**src/design/wsfl_pkg.sv**
```systemverilog
`timescale 1ns / 1ps
package wsfl_pkg;

  localparam int SLOT_COUNT_DEF = 32;
  localparam int MAX_RESULTS    = 32;
  localparam int FUNC_W         = 2;
  localparam int SLOT_NUM_W     = 8;
  localparam int STATUS_W       = 2;
  localparam int SLOT_ID_W      = 5;

  typedef enum logic [FUNC_W-1:0] {
    FUNC_ALLOC  = 2'd0,
    FUNC_DELETE = 2'd1,
    FUNC_LIST   = 2'd2,
    FUNC_RSVD   = 2'd3
  } func_e;

  typedef enum logic [STATUS_W-1:0] {
    ST_OK        = 2'd0,
    ST_NO_FREE   = 2'd1,
    ST_BAD_DEL   = 2'd2,
    ST_EMPTY     = 2'd3
  } status_e;

  // Link RAM read address source
  typedef enum logic [2:0] {
    RD_NONE,
    RD_FREE_HEAD,
    RD_USED_HEAD,
    RD_TARGET,
    RD_CUR,
    RD_LINK
  } rd_sel_e;

  // Link RAM write source
  typedef enum logic [1:0] {
    WR_NONE,
    WR_ALLOC,
    WR_UNLINK,
    WR_FREE
  } wr_sel_e;

  typedef enum logic [1:0] {
    ID_ZERO,
    ID_FREE,
    ID_TARGET,
    ID_CUR
  } id_sel_e;

  typedef struct packed {
    logic    capture;
    rd_sel_e rd_sel;
    wr_sel_e wr_sel;
    logic    alloc_commit;
    logic    snext_load;
    logic    head_unlink;
    logic    free_commit;
    logic    cur_load_head;
    logic    cur_load_rd;
    logic    cnt_clr;
    logic    cnt_inc;
    logic    emit;
    status_e emit_status;
    id_sel_e emit_id;
    logic    emit_last;
  } ctrl_cmd_t;

  typedef struct packed {
    func_e func;
    logic  free_empty;
    logic  used_empty;
    logic  del_ok;
    logic  head_is_target;
    logic  rd_is_target;
    logic  list_end;
    logic  out_free;
  } dp_sts_t;

endpackage

```
**src/design/watch_slot_free_list_allocator_core.sv**
```systemverilog
`timescale 1ns / 1ps
// Slot pool allocator: SLOT_COUNT slots held in a used list and a free list that share
// one single-port-read link RAM, so every list step costs one RAM read. Delete walks
// the used list one link at a time until the slot is found, and list emits one result
// per slot, at most 32 results. Results leave through an output register; the block
// waits to emit while that register is full and not taken. Link entries never written
// read as their reset chain through per-entry valid flops, so the block is ready
// straight after reset with no clearing pass.
module watch_slot_free_list_allocator_core import wsfl_pkg::*; #(
  parameter int SLOT_COUNT = SLOT_COUNT_DEF
) (
  input  logic                  clk_i,
  input  logic                  rst_ni,
  input  logic                  in_valid_i,
  output logic                  in_ready_o,
  input  logic [FUNC_W-1:0]     func_i,
  input  logic [SLOT_NUM_W-1:0] slot_number_i,
  output logic                  out_valid_o,
  input  logic                  out_ready_i,
  output logic [STATUS_W-1:0]   status_o,
  output logic [SLOT_ID_W-1:0]  slot_id_o,
  output logic                  last_o
);

  ctrl_cmd_t cmd;
  dp_sts_t   sts;

  wsfl_ctrl u_ctrl (
    .clk_i     (clk_i),
    .rst_ni    (rst_ni),
    .in_valid_i(in_valid_i),
    .in_ready_o(in_ready_o),
    .sts_i     (sts),
    .cmd_o     (cmd)
  );

  wsfl_dp #(
    .SLOT_COUNT(SLOT_COUNT)
  ) u_dp (
    .clk_i        (clk_i),
    .rst_ni       (rst_ni),
    .func_i       (func_i),
    .slot_number_i(slot_number_i),
    .cmd_i        (cmd),
    .sts_o        (sts),
    .out_valid_o  (out_valid_o),
    .out_ready_i  (out_ready_i),
    .status_o     (status_o),
    .slot_id_o    (slot_id_o),
    .last_o       (last_o)
  );

endmodule

```
**src/design/wsfl_ram.sv**
```systemverilog
`timescale 1ns / 1ps
module wsfl_ram #(
  parameter int WIDTH = 8,
  parameter int DEPTH = 32
) (
  input  logic                     clk_i,
  input  logic                     wr_en_i,
  input  logic [$clog2(DEPTH)-1:0] wr_addr_i,
  input  logic [WIDTH-1:0]         wr_data_i,
  input  logic                     rd_en_i,
  input  logic [$clog2(DEPTH)-1:0] rd_addr_i,
  output logic [WIDTH-1:0]         rd_data_o
);

  logic [WIDTH-1:0] mem_q [DEPTH];
  logic [WIDTH-1:0] rd_data_q;

  always_ff @(posedge clk_i) begin
    if (wr_en_i) begin
      mem_q[wr_addr_i] <= wr_data_i;
    end
    if (rd_en_i) begin
      rd_data_q <= mem_q[rd_addr_i];
    end
  end

  assign rd_data_o = rd_data_q;

endmodule

```
**src/design/wsfl_dp.sv**
```systemverilog
`timescale 1ns / 1ps
module wsfl_dp import wsfl_pkg::*; #(
  parameter int SLOT_COUNT = SLOT_COUNT_DEF
) (
  input  logic                  clk_i,
  input  logic                  rst_ni,
  input  logic [FUNC_W-1:0]     func_i,
  input  logic [SLOT_NUM_W-1:0] slot_number_i,
  input  ctrl_cmd_t             cmd_i,
  output dp_sts_t               sts_o,
  output logic                  out_valid_o,
  input  logic                  out_ready_i,
  output logic [STATUS_W-1:0]   status_o,
  output logic [SLOT_ID_W-1:0]  slot_id_o,
  output logic                  last_o
);

  localparam int IDX_W    = $clog2(SLOT_COUNT);
  localparam int LNK_W    = IDX_W + 1;
  localparam int LIST_MAX = (SLOT_COUNT < MAX_RESULTS) ? SLOT_COUNT : MAX_RESULTS;
  localparam int CNT_W    = (LIST_MAX > 1) ? $clog2(LIST_MAX) : 1;
  localparam logic [SLOT_NUM_W:0] SLOT_LIM  = (SLOT_NUM_W + 1)'(SLOT_COUNT);
  localparam logic [IDX_W-1:0]    LAST_IDX  = IDX_W'(SLOT_COUNT - 1);
  localparam logic [CNT_W-1:0]    CNT_LAST  = CNT_W'(LIST_MAX - 1);
  // msb set marks the null link
  localparam logic [LNK_W-1:0]    NIL       = {1'b1, {IDX_W{1'b0}}};

  logic [LNK_W-1:0]      free_head_q, free_head_d;
  logic [LNK_W-1:0]      used_head_q, used_head_d;
  logic [SLOT_COUNT-1:0] in_use_q, in_use_d;
  logic [SLOT_COUNT-1:0] written_q, written_d;
  logic [IDX_W-1:0]      target_q;
  logic [LNK_W-1:0]      s_next_q;
  logic [LNK_W-1:0]      cur_q;
  logic [CNT_W-1:0]      cnt_q;
  logic [IDX_W-1:0]      rd_addr_q;
  logic                  rd_hit_q;
  logic                  out_valid_q;
  logic [STATUS_W-1:0]   status_q;
  logic [SLOT_ID_W-1:0]  slot_id_q;
  logic                  last_q;

  logic                  rd_en;
  logic [IDX_W-1:0]      rd_addr;
  logic                  wr_en;
  logic [IDX_W-1:0]      wr_addr;
  logic [LNK_W-1:0]      wr_data;
  logic [LNK_W-1:0]      ram_rd_data;
  logic [LNK_W-1:0]      link_dflt;
  logic [LNK_W-1:0]      rd_link;
  logic [IDX_W-1:0]      num_idx;
  logic [SLOT_ID_W-1:0]  emit_id;

  assign num_idx = slot_number_i[IDX_W-1:0];

  always_comb begin
    rd_en   = 1'b1;
    rd_addr = '0;
    case (cmd_i.rd_sel)
      RD_FREE_HEAD: rd_addr = free_head_q[IDX_W-1:0];
      RD_USED_HEAD: rd_addr = used_head_q[IDX_W-1:0];
      RD_TARGET:    rd_addr = target_q;
      RD_CUR:       rd_addr = cur_q[IDX_W-1:0];
      RD_LINK:      rd_addr = rd_link[IDX_W-1:0];
      default:      rd_en   = 1'b0;
    endcase
  end

  always_comb begin
    wr_en   = 1'b1;
    wr_addr = '0;
    wr_data = NIL;
    case (cmd_i.wr_sel)
      WR_ALLOC: begin
        wr_addr = free_head_q[IDX_W-1:0];
        wr_data = used_head_q;
      end
      WR_UNLINK: begin
        wr_addr = cur_q[IDX_W-1:0];
        wr_data = s_next_q;
      end
      WR_FREE: begin
        wr_addr = target_q;
        wr_data = free_head_q;
      end
      default: wr_en = 1'b0;
    endcase
  end

  wsfl_ram #(
    .WIDTH(LNK_W),
    .DEPTH(SLOT_COUNT)
  ) u_link_ram (
    .clk_i    (clk_i),
    .wr_en_i  (wr_en),
    .wr_addr_i(wr_addr),
    .wr_data_i(wr_data),
    .rd_en_i  (rd_en),
    .rd_addr_i(rd_addr),
    .rd_data_o(ram_rd_data)
  );

  // An entry never written still holds its reset chain link
  always_comb begin
    if (rd_addr_q == LAST_IDX) begin
      link_dflt = NIL;
    end else begin
      link_dflt = {1'b0, rd_addr_q + IDX_W'(1)};
    end
  end

  assign rd_link = rd_hit_q ? ram_rd_data : link_dflt;

  always_comb begin
    free_head_d = free_head_q;
    used_head_d = used_head_q;
    in_use_d    = in_use_q;
    written_d   = written_q;
    if (wr_en) begin
      written_d[wr_addr] = 1'b1;
    end
    if (cmd_i.alloc_commit) begin
      free_head_d                        = rd_link;
      used_head_d                        = free_head_q;
      in_use_d[free_head_q[IDX_W-1:0]]   = 1'b1;
    end
    if (cmd_i.head_unlink) begin
      used_head_d = rd_link;
    end
    if (cmd_i.free_commit) begin
      free_head_d        = {1'b0, target_q};
      in_use_d[target_q] = 1'b0;
    end
  end

  always_comb begin
    case (cmd_i.emit_id)
      ID_FREE:   emit_id = SLOT_ID_W'(free_head_q[IDX_W-1:0]);
      ID_TARGET: emit_id = SLOT_ID_W'(target_q);
      ID_CUR:    emit_id = SLOT_ID_W'(cur_q[IDX_W-1:0]);
      default:   emit_id = '0;
    endcase
  end

  always_ff @(posedge clk_i or negedge rst_ni) begin
    if (!rst_ni) begin
      free_head_q <= '0;
      used_head_q <= NIL;
      in_use_q    <= '0;
      written_q   <= '0;
      out_valid_q <= 1'b0;
    end else begin
      free_head_q <= free_head_d;
      used_head_q <= used_head_d;
      in_use_q    <= in_use_d;
      written_q   <= written_d;
      if (cmd_i.emit) begin
        out_valid_q <= 1'b1;
      end else if (out_ready_i) begin
        out_valid_q <= 1'b0;
      end
    end
  end

  always_ff @(posedge clk_i) begin
    if (cmd_i.capture) begin
      target_q <= num_idx;
    end
    if (cmd_i.snext_load) begin
      s_next_q <= rd_link;
    end
    if (cmd_i.cur_load_head) begin
      cur_q <= used_head_q;
    end else if (cmd_i.cur_load_rd) begin
      cur_q <= rd_link;
    end
    if (cmd_i.cnt_clr) begin
      cnt_q <= '0;
    end else if (cmd_i.cnt_inc) begin
      cnt_q <= cnt_q + CNT_W'(1);
    end
    if (rd_en) begin
      rd_addr_q <= rd_addr;
      rd_hit_q  <= written_q[rd_addr];
    end
    if (cmd_i.emit) begin
      status_q  <= cmd_i.emit_status;
      slot_id_q <= emit_id;
      last_q    <= cmd_i.emit_last;
    end
  end

  assign sts_o.func           = func_e'(func_i);
  assign sts_o.free_empty     = free_head_q[IDX_W];
  assign sts_o.used_empty     = used_head_q[IDX_W];
  assign sts_o.del_ok         = ({1'b0, slot_number_i} < SLOT_LIM) && in_use_q[num_idx];
  assign sts_o.head_is_target = (used_head_q == {1'b0, target_q});
  assign sts_o.rd_is_target   = (rd_link == {1'b0, target_q});
  assign sts_o.list_end       = rd_link[IDX_W] || (cnt_q == CNT_LAST);
  assign sts_o.out_free       = !out_valid_q || out_ready_i;

  assign out_valid_o = out_valid_q;
  assign status_o    = status_q;
  assign slot_id_o   = slot_id_q;
  assign last_o      = last_q;

endmodule

```
**src/design/wsfl_ctrl.sv**
```systemverilog
`timescale 1ns / 1ps
module wsfl_ctrl import wsfl_pkg::*; (
  input  logic      clk_i,
  input  logic      rst_ni,
  input  logic      in_valid_i,
  output logic      in_ready_o,
  input  dp_sts_t   sts_i,
  output ctrl_cmd_t cmd_o
);

  typedef enum logic [2:0] {
    S_IDLE,
    S_ERR,
    S_AL_WR,
    S_DL_RD,
    S_DL_SN,
    S_DL_WALK,
    S_DL_FREE,
    S_LS_EMIT
  } state_e;

  state_e  state_q, state_d;
  status_e err_q, err_d;

  always_comb begin
    state_d = state_q;
    err_d   = err_q;
    cmd_o   = '{
      capture:       1'b0,
      rd_sel:        RD_NONE,
      wr_sel:        WR_NONE,
      alloc_commit:  1'b0,
      snext_load:    1'b0,
      head_unlink:   1'b0,
      free_commit:   1'b0,
      cur_load_head: 1'b0,
      cur_load_rd:   1'b0,
      cnt_clr:       1'b0,
      cnt_inc:       1'b0,
      emit:          1'b0,
      emit_status:   ST_OK,
      emit_id:       ID_ZERO,
      emit_last:     1'b1
    };
    in_ready_o = (state_q == S_IDLE);

    case (state_q)
      S_IDLE: begin
        if (in_valid_i) begin
          cmd_o.capture = 1'b1;
          case (sts_i.func)
            FUNC_ALLOC: begin
              if (sts_i.free_empty) begin
                err_d   = ST_NO_FREE;
                state_d = S_ERR;
              end else begin
                cmd_o.rd_sel = RD_FREE_HEAD;
                state_d      = S_AL_WR;
              end
            end
            FUNC_DELETE: begin
              if (!sts_i.del_ok) begin
                err_d   = ST_BAD_DEL;
                state_d = S_ERR;
              end else begin
                state_d = S_DL_RD;
              end
            end
            FUNC_LIST: begin
              if (sts_i.used_empty) begin
                err_d   = ST_EMPTY;
                state_d = S_ERR;
              end else begin
                cmd_o.rd_sel        = RD_USED_HEAD;
                cmd_o.cur_load_head = 1'b1;
                cmd_o.cnt_clr       = 1'b1;
                state_d             = S_LS_EMIT;
              end
            end
            default: state_d = S_IDLE;
          endcase
        end
      end

      S_ERR: begin
        if (sts_i.out_free) begin
          cmd_o.emit        = 1'b1;
          cmd_o.emit_status = err_q;
          state_d           = S_IDLE;
        end
      end

      S_AL_WR: begin
        if (sts_i.out_free) begin
          cmd_o.wr_sel       = WR_ALLOC;
          cmd_o.alloc_commit = 1'b1;
          cmd_o.emit         = 1'b1;
          cmd_o.emit_id      = ID_FREE;
          state_d            = S_IDLE;
        end
      end

      S_DL_RD: begin
        cmd_o.rd_sel = RD_TARGET;
        state_d      = S_DL_SN;
      end

      S_DL_SN: begin
        cmd_o.snext_load = 1'b1;
        if (sts_i.head_is_target) begin
          cmd_o.head_unlink = 1'b1;
          state_d           = S_DL_FREE;
        end else begin
          cmd_o.rd_sel        = RD_USED_HEAD;
          cmd_o.cur_load_head = 1'b1;
          state_d             = S_DL_WALK;
        end
      end

      // Read data is the link of cur; follow it until it points at the target
      S_DL_WALK: begin
        if (sts_i.rd_is_target) begin
          cmd_o.wr_sel = WR_UNLINK;
          state_d      = S_DL_FREE;
        end else begin
          cmd_o.rd_sel      = RD_LINK;
          cmd_o.cur_load_rd = 1'b1;
        end
      end

      S_DL_FREE: begin
        if (sts_i.out_free) begin
          cmd_o.wr_sel      = WR_FREE;
          cmd_o.free_commit = 1'b1;
          cmd_o.emit        = 1'b1;
          cmd_o.emit_id     = ID_TARGET;
          state_d           = S_IDLE;
        end
      end

      // Read data holds the successor of cur, which settles the last flag
      S_LS_EMIT: begin
        if (sts_i.out_free) begin
          cmd_o.emit      = 1'b1;
          cmd_o.emit_id   = ID_CUR;
          cmd_o.emit_last = sts_i.list_end;
          if (sts_i.list_end) begin
            state_d = S_IDLE;
          end else begin
            cmd_o.rd_sel      = RD_LINK;
            cmd_o.cur_load_rd = 1'b1;
            cmd_o.cnt_inc     = 1'b1;
          end
        end
      end

      default: state_d = S_IDLE;
    endcase
  end

  always_ff @(posedge clk_i or negedge rst_ni) begin
    if (!rst_ni) begin
      state_q <= S_IDLE;
      err_q   <= ST_OK;
    end else begin
      state_q <= state_d;
      err_q   <= err_d;
    end
  end

endmodule

```
**config.mk**
```make
export PLATFORM = sky130hd
export DESIGN_NAME = watch_slot_free_list_allocator_core
export DESIGN_NICKNAME = d
export VERILOG_FILES = /design/src/design/wsfl_pkg.sv /design/src/design/watch_slot_free_list_allocator_core.sv /design/src/design/wsfl_ram.sv /design/src/design/wsfl_dp.sv /design/src/design/wsfl_ctrl.sv
export SDC_FILE = /design/constraint.sdc
export NUM_CORES = 1
export LEC_CHECK = 0
export BUFFER_PORTS_ARGS = -buffer_cell sky130_fd_sc_hd__buf_2
export CAP_MARGIN = 0
export CORE_AREA = 2 2 221 223
export CTS_CLUSTER_SIZE = 30
export DETAILED_ROUTE_END_ITERATION = 10
export DIE_AREA = 0 0 223 225
export PLACE_DENSITY_LB_ADDON = 0.25
export SLEW_MARGIN = 20
export SYNTH_ARGS = -nofsm -noshare
export SYNTH_HDL_FRONTEND = slang
export SYNTH_SLANG_ARGS = --single-unit
```
**constraint.sdc**
```tcl
create_clock -name clk_i -period 5.11 [get_ports clk_i]
set_input_delay 0.2555 -clock clk_i [delete_from_list [all_inputs] [get_ports clk_i]]
set_output_delay 0.2555 -clock clk_i [all_outputs]
set_load 0.03 [all_outputs]
```
* Yosys cells after proc, flatten, opt, wreduce, memory -nomap -nowiden *
Memory sizes are Yosys's and may differ from the RTL's. A register that Yosys moved wholly into a read port is not among the register bits.
Cells that the tools add are included.

storage, ports and cells
  register bits = 117
  memory bits (writable) = 192
  word-level logic and storage cells = 168
  memories kept = 1

cells by class
  add/sub/neg operators = 2
  magnitude comparators = 9
  equality and inequality tests = 32
  muxes and demuxes = 82
  bitwise gates (word level) = 4
  reduce and logical (&&, ||, !) cells = 22

memory list
  memory                 depth  bits a word  rd ports  clocked after Yosys merged registers in  wr ports  line            RTL
  u_dp.u_link_ram.mem_q  32     6            1         1                                        1         wsfl_ram.sv:15  logic [WIDTH-1:0] mem_q [DEPTH];

operators with widths
  cell                   number
  $mux W32               2
  $or A32 B32 Y32        2
  $mux W6                6
  $mux W3                11
  $and A32 B32 Y32       1
  $not A32 Y32           1
  $lt A5 B6 Y1 const B   5
  $pmux W5 S3            2
  $mux W2                14
  $mux W1                27
  $pmux W5 S5            1
  $eq A3 B3 Y1 const B   6
  $pmux W2 S3            3
  $pmux W3 S6            1
  $pmux W6 S3            1
  $demux W1 S5           3
  $ge A5 B1 Y1 const B   3
  $pmux W3 S5            1
  $eq A3 B2 Y1 const B   4
  $eq A6 B5 Y1           2
  $add A5 B1 Y5 const B  2
  $bmux W1 S5            2
  $eq A2 B2 Y1 const B   5
  $eq A5 B5 Y1 const B   2
  24 further kinds       44

* Logic depth before layout (Yosys ltp) *
  depth in word-level cells = 13
  gate-level depth with buffers = 18
  mapped depth without buffers = 14

* Hierarchy *
From an unflattened synthesis, not the netlist that was laid out.

second synthesis, totals
  cell total of the unflattened synthesis = 918
  area total of the unflattened synthesis = 14,004.7 sq um

by module, submodules not included
  module     instances  cells an instance  area an instance (sq um)
  wsfl_ram   1          323                7,649.8
  wsfl_dp    1          512                5,688.0
  wsfl_ctrl  1          83                 666.9

* Least setup slack after synthesis *
Ideal clock, no wire load.

  kind = reg-to-reg
  from = register u_dp.rd_addr_q[0]
  to = register u_dp.u_link_ram.rd_data_q[4], in the netlist u_dp.u_link_ram.rd_data_o[4], read port of u_dp.u_link_ram.mem_q (data pin)
  arrival = 3.835 ns
  required time = 4.843 ns
  setup slack = 1.008 ns
  stages on the path, launching flop included = 18
  period minus slack after synthesis = 4.102 ns
  path through = edfxtp_1 ha_1 and3_1 ha_1 buf_2 nor3b_1 o21ai_0 a21oi_2 or4b_1 buf_2 a311oi_4 buf_6 buf_4 mux2i_1 nor2_1 a211o_1 a221oi_1 nand3_1

on the way
  cells in the longest elaborated chain, start to end = 10
  elaborated cells on any way between the ends = 18
  those cells by class = add/sub: 1; eq/ne: 7; mux: 8; reduce/logical: 2

RTL lines
  what                                                   line            RTL
  start: declaration                                     wsfl_dp.sv:36   logic [IDX_W-1:0] rd_addr_q;
  start signal: assignment                               wsfl_dp.sv:183  rd_addr_q <= rd_addr;
  branches (longest 1 deep; another with $add A5 B1 Y5)  n/a
  $mux W6 *                                              wsfl_dp.sv:105  if (rd_addr_q == LAST_IDX) begin
  $mux W6 *                                              wsfl_dp.sv:112  assign rd_link = rd_hit_q ? ram_rd_data : link_dflt;
  branches (longest 7 deep; another with $eq A6 B5 Y1)   n/a
  end: declaration                                       wsfl_ram.sv:16  logic [WIDTH-1:0] rd_data_q;

Mark *: on every way between the ends.
A chain may end at the register's enable or synchronous reset.

* Worst setup path in the final report *
  from = register u_dp.rd_addr_q[0]
  to = register u_dp.u_link_ram.rd_data_q[1], in the netlist u_dp.u_link_ram.rd_data_o[1], read port of u_dp.u_link_ram.mem_q (data pin)

The elaborated chain is that of the path after synthesis.

==> results.yml <==
clock_network:
  cts_buffer_depth: 3
  cts_buffers: 35
  clkSlewWorstSetupHoldPaths_ns: 0.07
  clk_latency_ns: 0.53
  numClockSinks: 315
  cts_hold_buf: 4
  cts_setup_buffers: 0
  cts_tree: "done"
  cts_root_buf: "clkbuf_16"
  cts_resized: 0
  cts_max_level: 2
synthesis:
  yosys.area.top_type: "edfxtp_1"
  synth_area_per_cell_um2: 12.40
  ys_seq_area_share_pct: 63.50
  synth.area.top_cells: "edfxtp_1 (48%), dfrtp_1 (14%), mux2i_1 (4.4%)"
  syn_nets: 1166
  synthCells: 1143
  synth_edf_count: 228
  synthTopCellsByCount: "edfxtp_1 (228), nand2_1 (147), a21oi_1 (94)"
  yosysWarnings: 0
  syn_area_um2: 14170
  synth_flop_cell: "edfxtp_1"
  ys_ff_latch: 315
  synthArstFlopShare_pct: 26.03
  yosysUniqueCellTypes: 70
  synth_top_area_share_pct: 48.31
  yosysMostFrequentCell: "edfxtp_1"
global_routing:
  grt_pass1_wl_um: 57910
  grtUsageMet1_pct: 21.51
  grt_overflow: 0
  grt_util_met2_pct: 23.83
  antenna_found_initial: 0
  first_global_vias: 9326
  met3_usage_pct: 2.321
  grt_max_degree: 56
  busiest_layer: "met2"
  grt_usage_pct: 14.98
floorplan:
  die-area_um2: 50180
  initial_core_util_pct: 29.81
  die_w_um: 223
  die_h_um: 225
  ioPinCount: 24
  core-area_um2: 47550
  placementRows: 80
setup_path:
  cp.depth: 15
  crit_chain: "ha_1 > and3_1 > ha_1 > nor3b_1 > o21ai_0 > a21oi_2 > or4b_1 > a311oi_4 > buf_12 > buf_4 > and3_1 > a211oi_1 > a311o_1 > a32o_1 > a31oi_1"
  required_ns: 5.47
  max_stage_delay_ns: 0.60
  endpoint_kind: "register"
  arrival_ns: 5.00
  start_kind: "register"
  worst-path-buf-inv: 2
  timing.critical_path.fanout_max: 46
  setup.worst_path.class: "register to register"
  crit_family: "compound AO/OA/AOI/OAI gates"
  critPathSlowestCell: "or4b_1"
  reg2regPathDepth: 15
sta:
  setup_violations: 0
  max-slew-margin-rel_pct: 27.04
  drv_slew: 0
  hold_violations: 0
  finalCritPeriodShare_pct: 90.67
  rsz0062_at_grt: "no"
  layout_setup_ws_ns: 0.4766
  worst_pin_slew_ns: 1.085
  timing.final.crit_period_ns: 4.633
  fin_skew_ns: 0.02660
  max_freq_ghz: 0.2158
  setup_tns_ns: 0
hold_path:
  min_path_type: "input pin to register"
  hold_depth: 3
finish:
  fin_util_pct: 34.17
  drive_above_1_share_pct: 15.38
  syn2layout_area_growth_pct: 14.63
  layout.nets: 1207
  n_antenna_cell: 0
  final_cells: 1824
placed_design:
  dpl.hpwl_um: 24470
  numPortBuffers: 23
  pre_cts_ws_ns: 0.5376
  dp.cells: 1758
  place.gp.congestion: 0.8726
route:
  num_vias: 9275
  drc: 0
  first_pass_iters: 5
  drt_iter0_drc: 675
  vias_per_cell: 5.085
  avgRoutedWirePerCell_um: 20.60
  ant_nets: 0
  routed_wl_um: 37570
power:
  total_power_w: 0.01007
  ir_drop_v: 0.0002375
  leakage_nw: 6.172
  power_density_nw_per_um2: 619.8
flow_run:
  cap_violations: 0
outcome:
  status: "finished, final reports clean"
-- stage by stage --
stage | area, µm² | hold WS (ns)
after global routing | 16250 | 0.02624
after detailed placement | 15110 | 0.2794
after CTS | 16250 | 0.01139
after floorplan | 14170 | -0.04009
after global placement | 15110 | 0.2747
final | 16250 | 0.03206
-- final cells by class --
cell class	count	area, µm²
Fill cell	4638	31300
Sequential cell	315	9000
Multi-Input combinational cell	741	4772
Clock buffer	48	944.7
Tap cell	615	769.5
Timing Repair Buffer	70	530.5
Clock inverter	14	151.4
Inverter	21	78.83
-- cells by family (layout without fill, tap and decap cells) --
family / Yosys count / after routing / synth area share (%)
adder cells (fa/ha/maj): 9 / 9 / 0.7945
AND/OR/NAND/NOR: 387 / 387 / 13.13
XOR/XNOR: 16 / 16 / 0.9887
multiplexers: 78 / 78 / 6.435
buffers and inverters: 87 / 153 / 3.116
AO/OA/AOI/OAI: 251 / 251 / 12.04
flip-flops: 315 / 315 / 63.50
-- per-layer routing --
metal / vias to the layer above / part of all wire [%] / wire, µm
li1: 4345 / - / -
met1: 4643 / 48 / 17920
met2: 233 / 46 / 17190
met3: 54 / 4.7 / 1781
met4: 0 / 1.8 / 687
met5: - / 0 / 0
-- worst register-to-register path, stage by stage, from the launching register on --
cell	delay, ns
edfxtp_1	0.44
ha_1	0.25
and3_1	0.18
ha_1	0.29
nor3b_1	0.32
o21ai_0	0.14
a21oi_2	0.19
or4b_1	0.60
a311oi_4	0.35
buf_12	0.29
buf_4	0.37
and3_1	0.19
a211oi_1	0.07
a311o_1	0.35
a32o_1	0.28
a31oi_1	0.15
-- sequential cells by signal, summed over array words and instances (netlist names) --
signal / count
u_dp.slot_id_o: 5
u_dp.target_q: 5
u_dp.u_link_ram.rd_data_o: 6
u_dp.u_link_ram.mem_q: 192
u_dp.cnt_q: 5
u_dp.free_head_q: 6
u_dp.last_o: 1
u_dp.used_head_q: 6
u_ctrl.err_q: 2
u_dp.out_valid_o: 1
u_dp.rd_hit_q: 1
u_ctrl.state_q: 3
u_dp.status_o: 2
u_dp.rd_addr_q: 5
u_dp.cur_q: 5
u_dp.in_use_q: 32
u_dp.s_next_q: 6
u_dp.written_q: 32
-- layout by cell type (no fill, tap or decap), drive strengths merged, types with 4 or more instances in the layout --
master,instances
a211oi,35
a21o,9
a21oi,95
a311o,13
a311oi,16
a31oi,13
a32o,6
and2,5
and3,24
buf,66
clkbuf,48
clkinv,8
dfrtp,81
dfxtp,5
dlygate4sd3,4
edfxtp,228
ha,9
inv,24
mux2,5
mux2i,63
mux4,10
nand2,147
nand2b,7
nand3,14
nand4,4
nor2,84
nor2b,27
nor3,18
nor3b,9
o211ai,11
o21ai,22
o221ai,4
o22ai,4
or2,34
xnor2,10
xor2,6
-- final timing paths --
check                                               start  slack [ns]                                      to
max                           u_dp.rd_addr_q[0]$_DFFE_PP_        0.48  u_dp.u_link_ram.rd_data_o[1]$_DFFE_PP_
min                                            in_valid_i        0.03             u_ctrl.err_q[0]$_DFFE_PN0P_
max reg2reg                   u_dp.rd_addr_q[0]$_DFFE_PP_        0.48  u_dp.u_link_ram.rd_data_o[1]$_DFFE_PP_
min reg2reg                u_dp.written_q[23]$_DFFE_PN0P_        0.46          u_dp.written_q[23]$_DFFE_PN0P_
max in group asynchronous                          rst_ni        3.72           u_dp.written_q[5]$_DFFE_PN0P_
min in group asynchronous                          rst_ni        0.25             u_dp.in_use_q[17]$_DFF_PN0_
-- power by group --
part           internal [W]  switching, W
logic               0.00141       0.00253
registers           0.00332      0.000335
clock network       0.00145       0.00102
total               0.00618       0.00389
No activity file was read; power rests on OpenSTA's default activity.
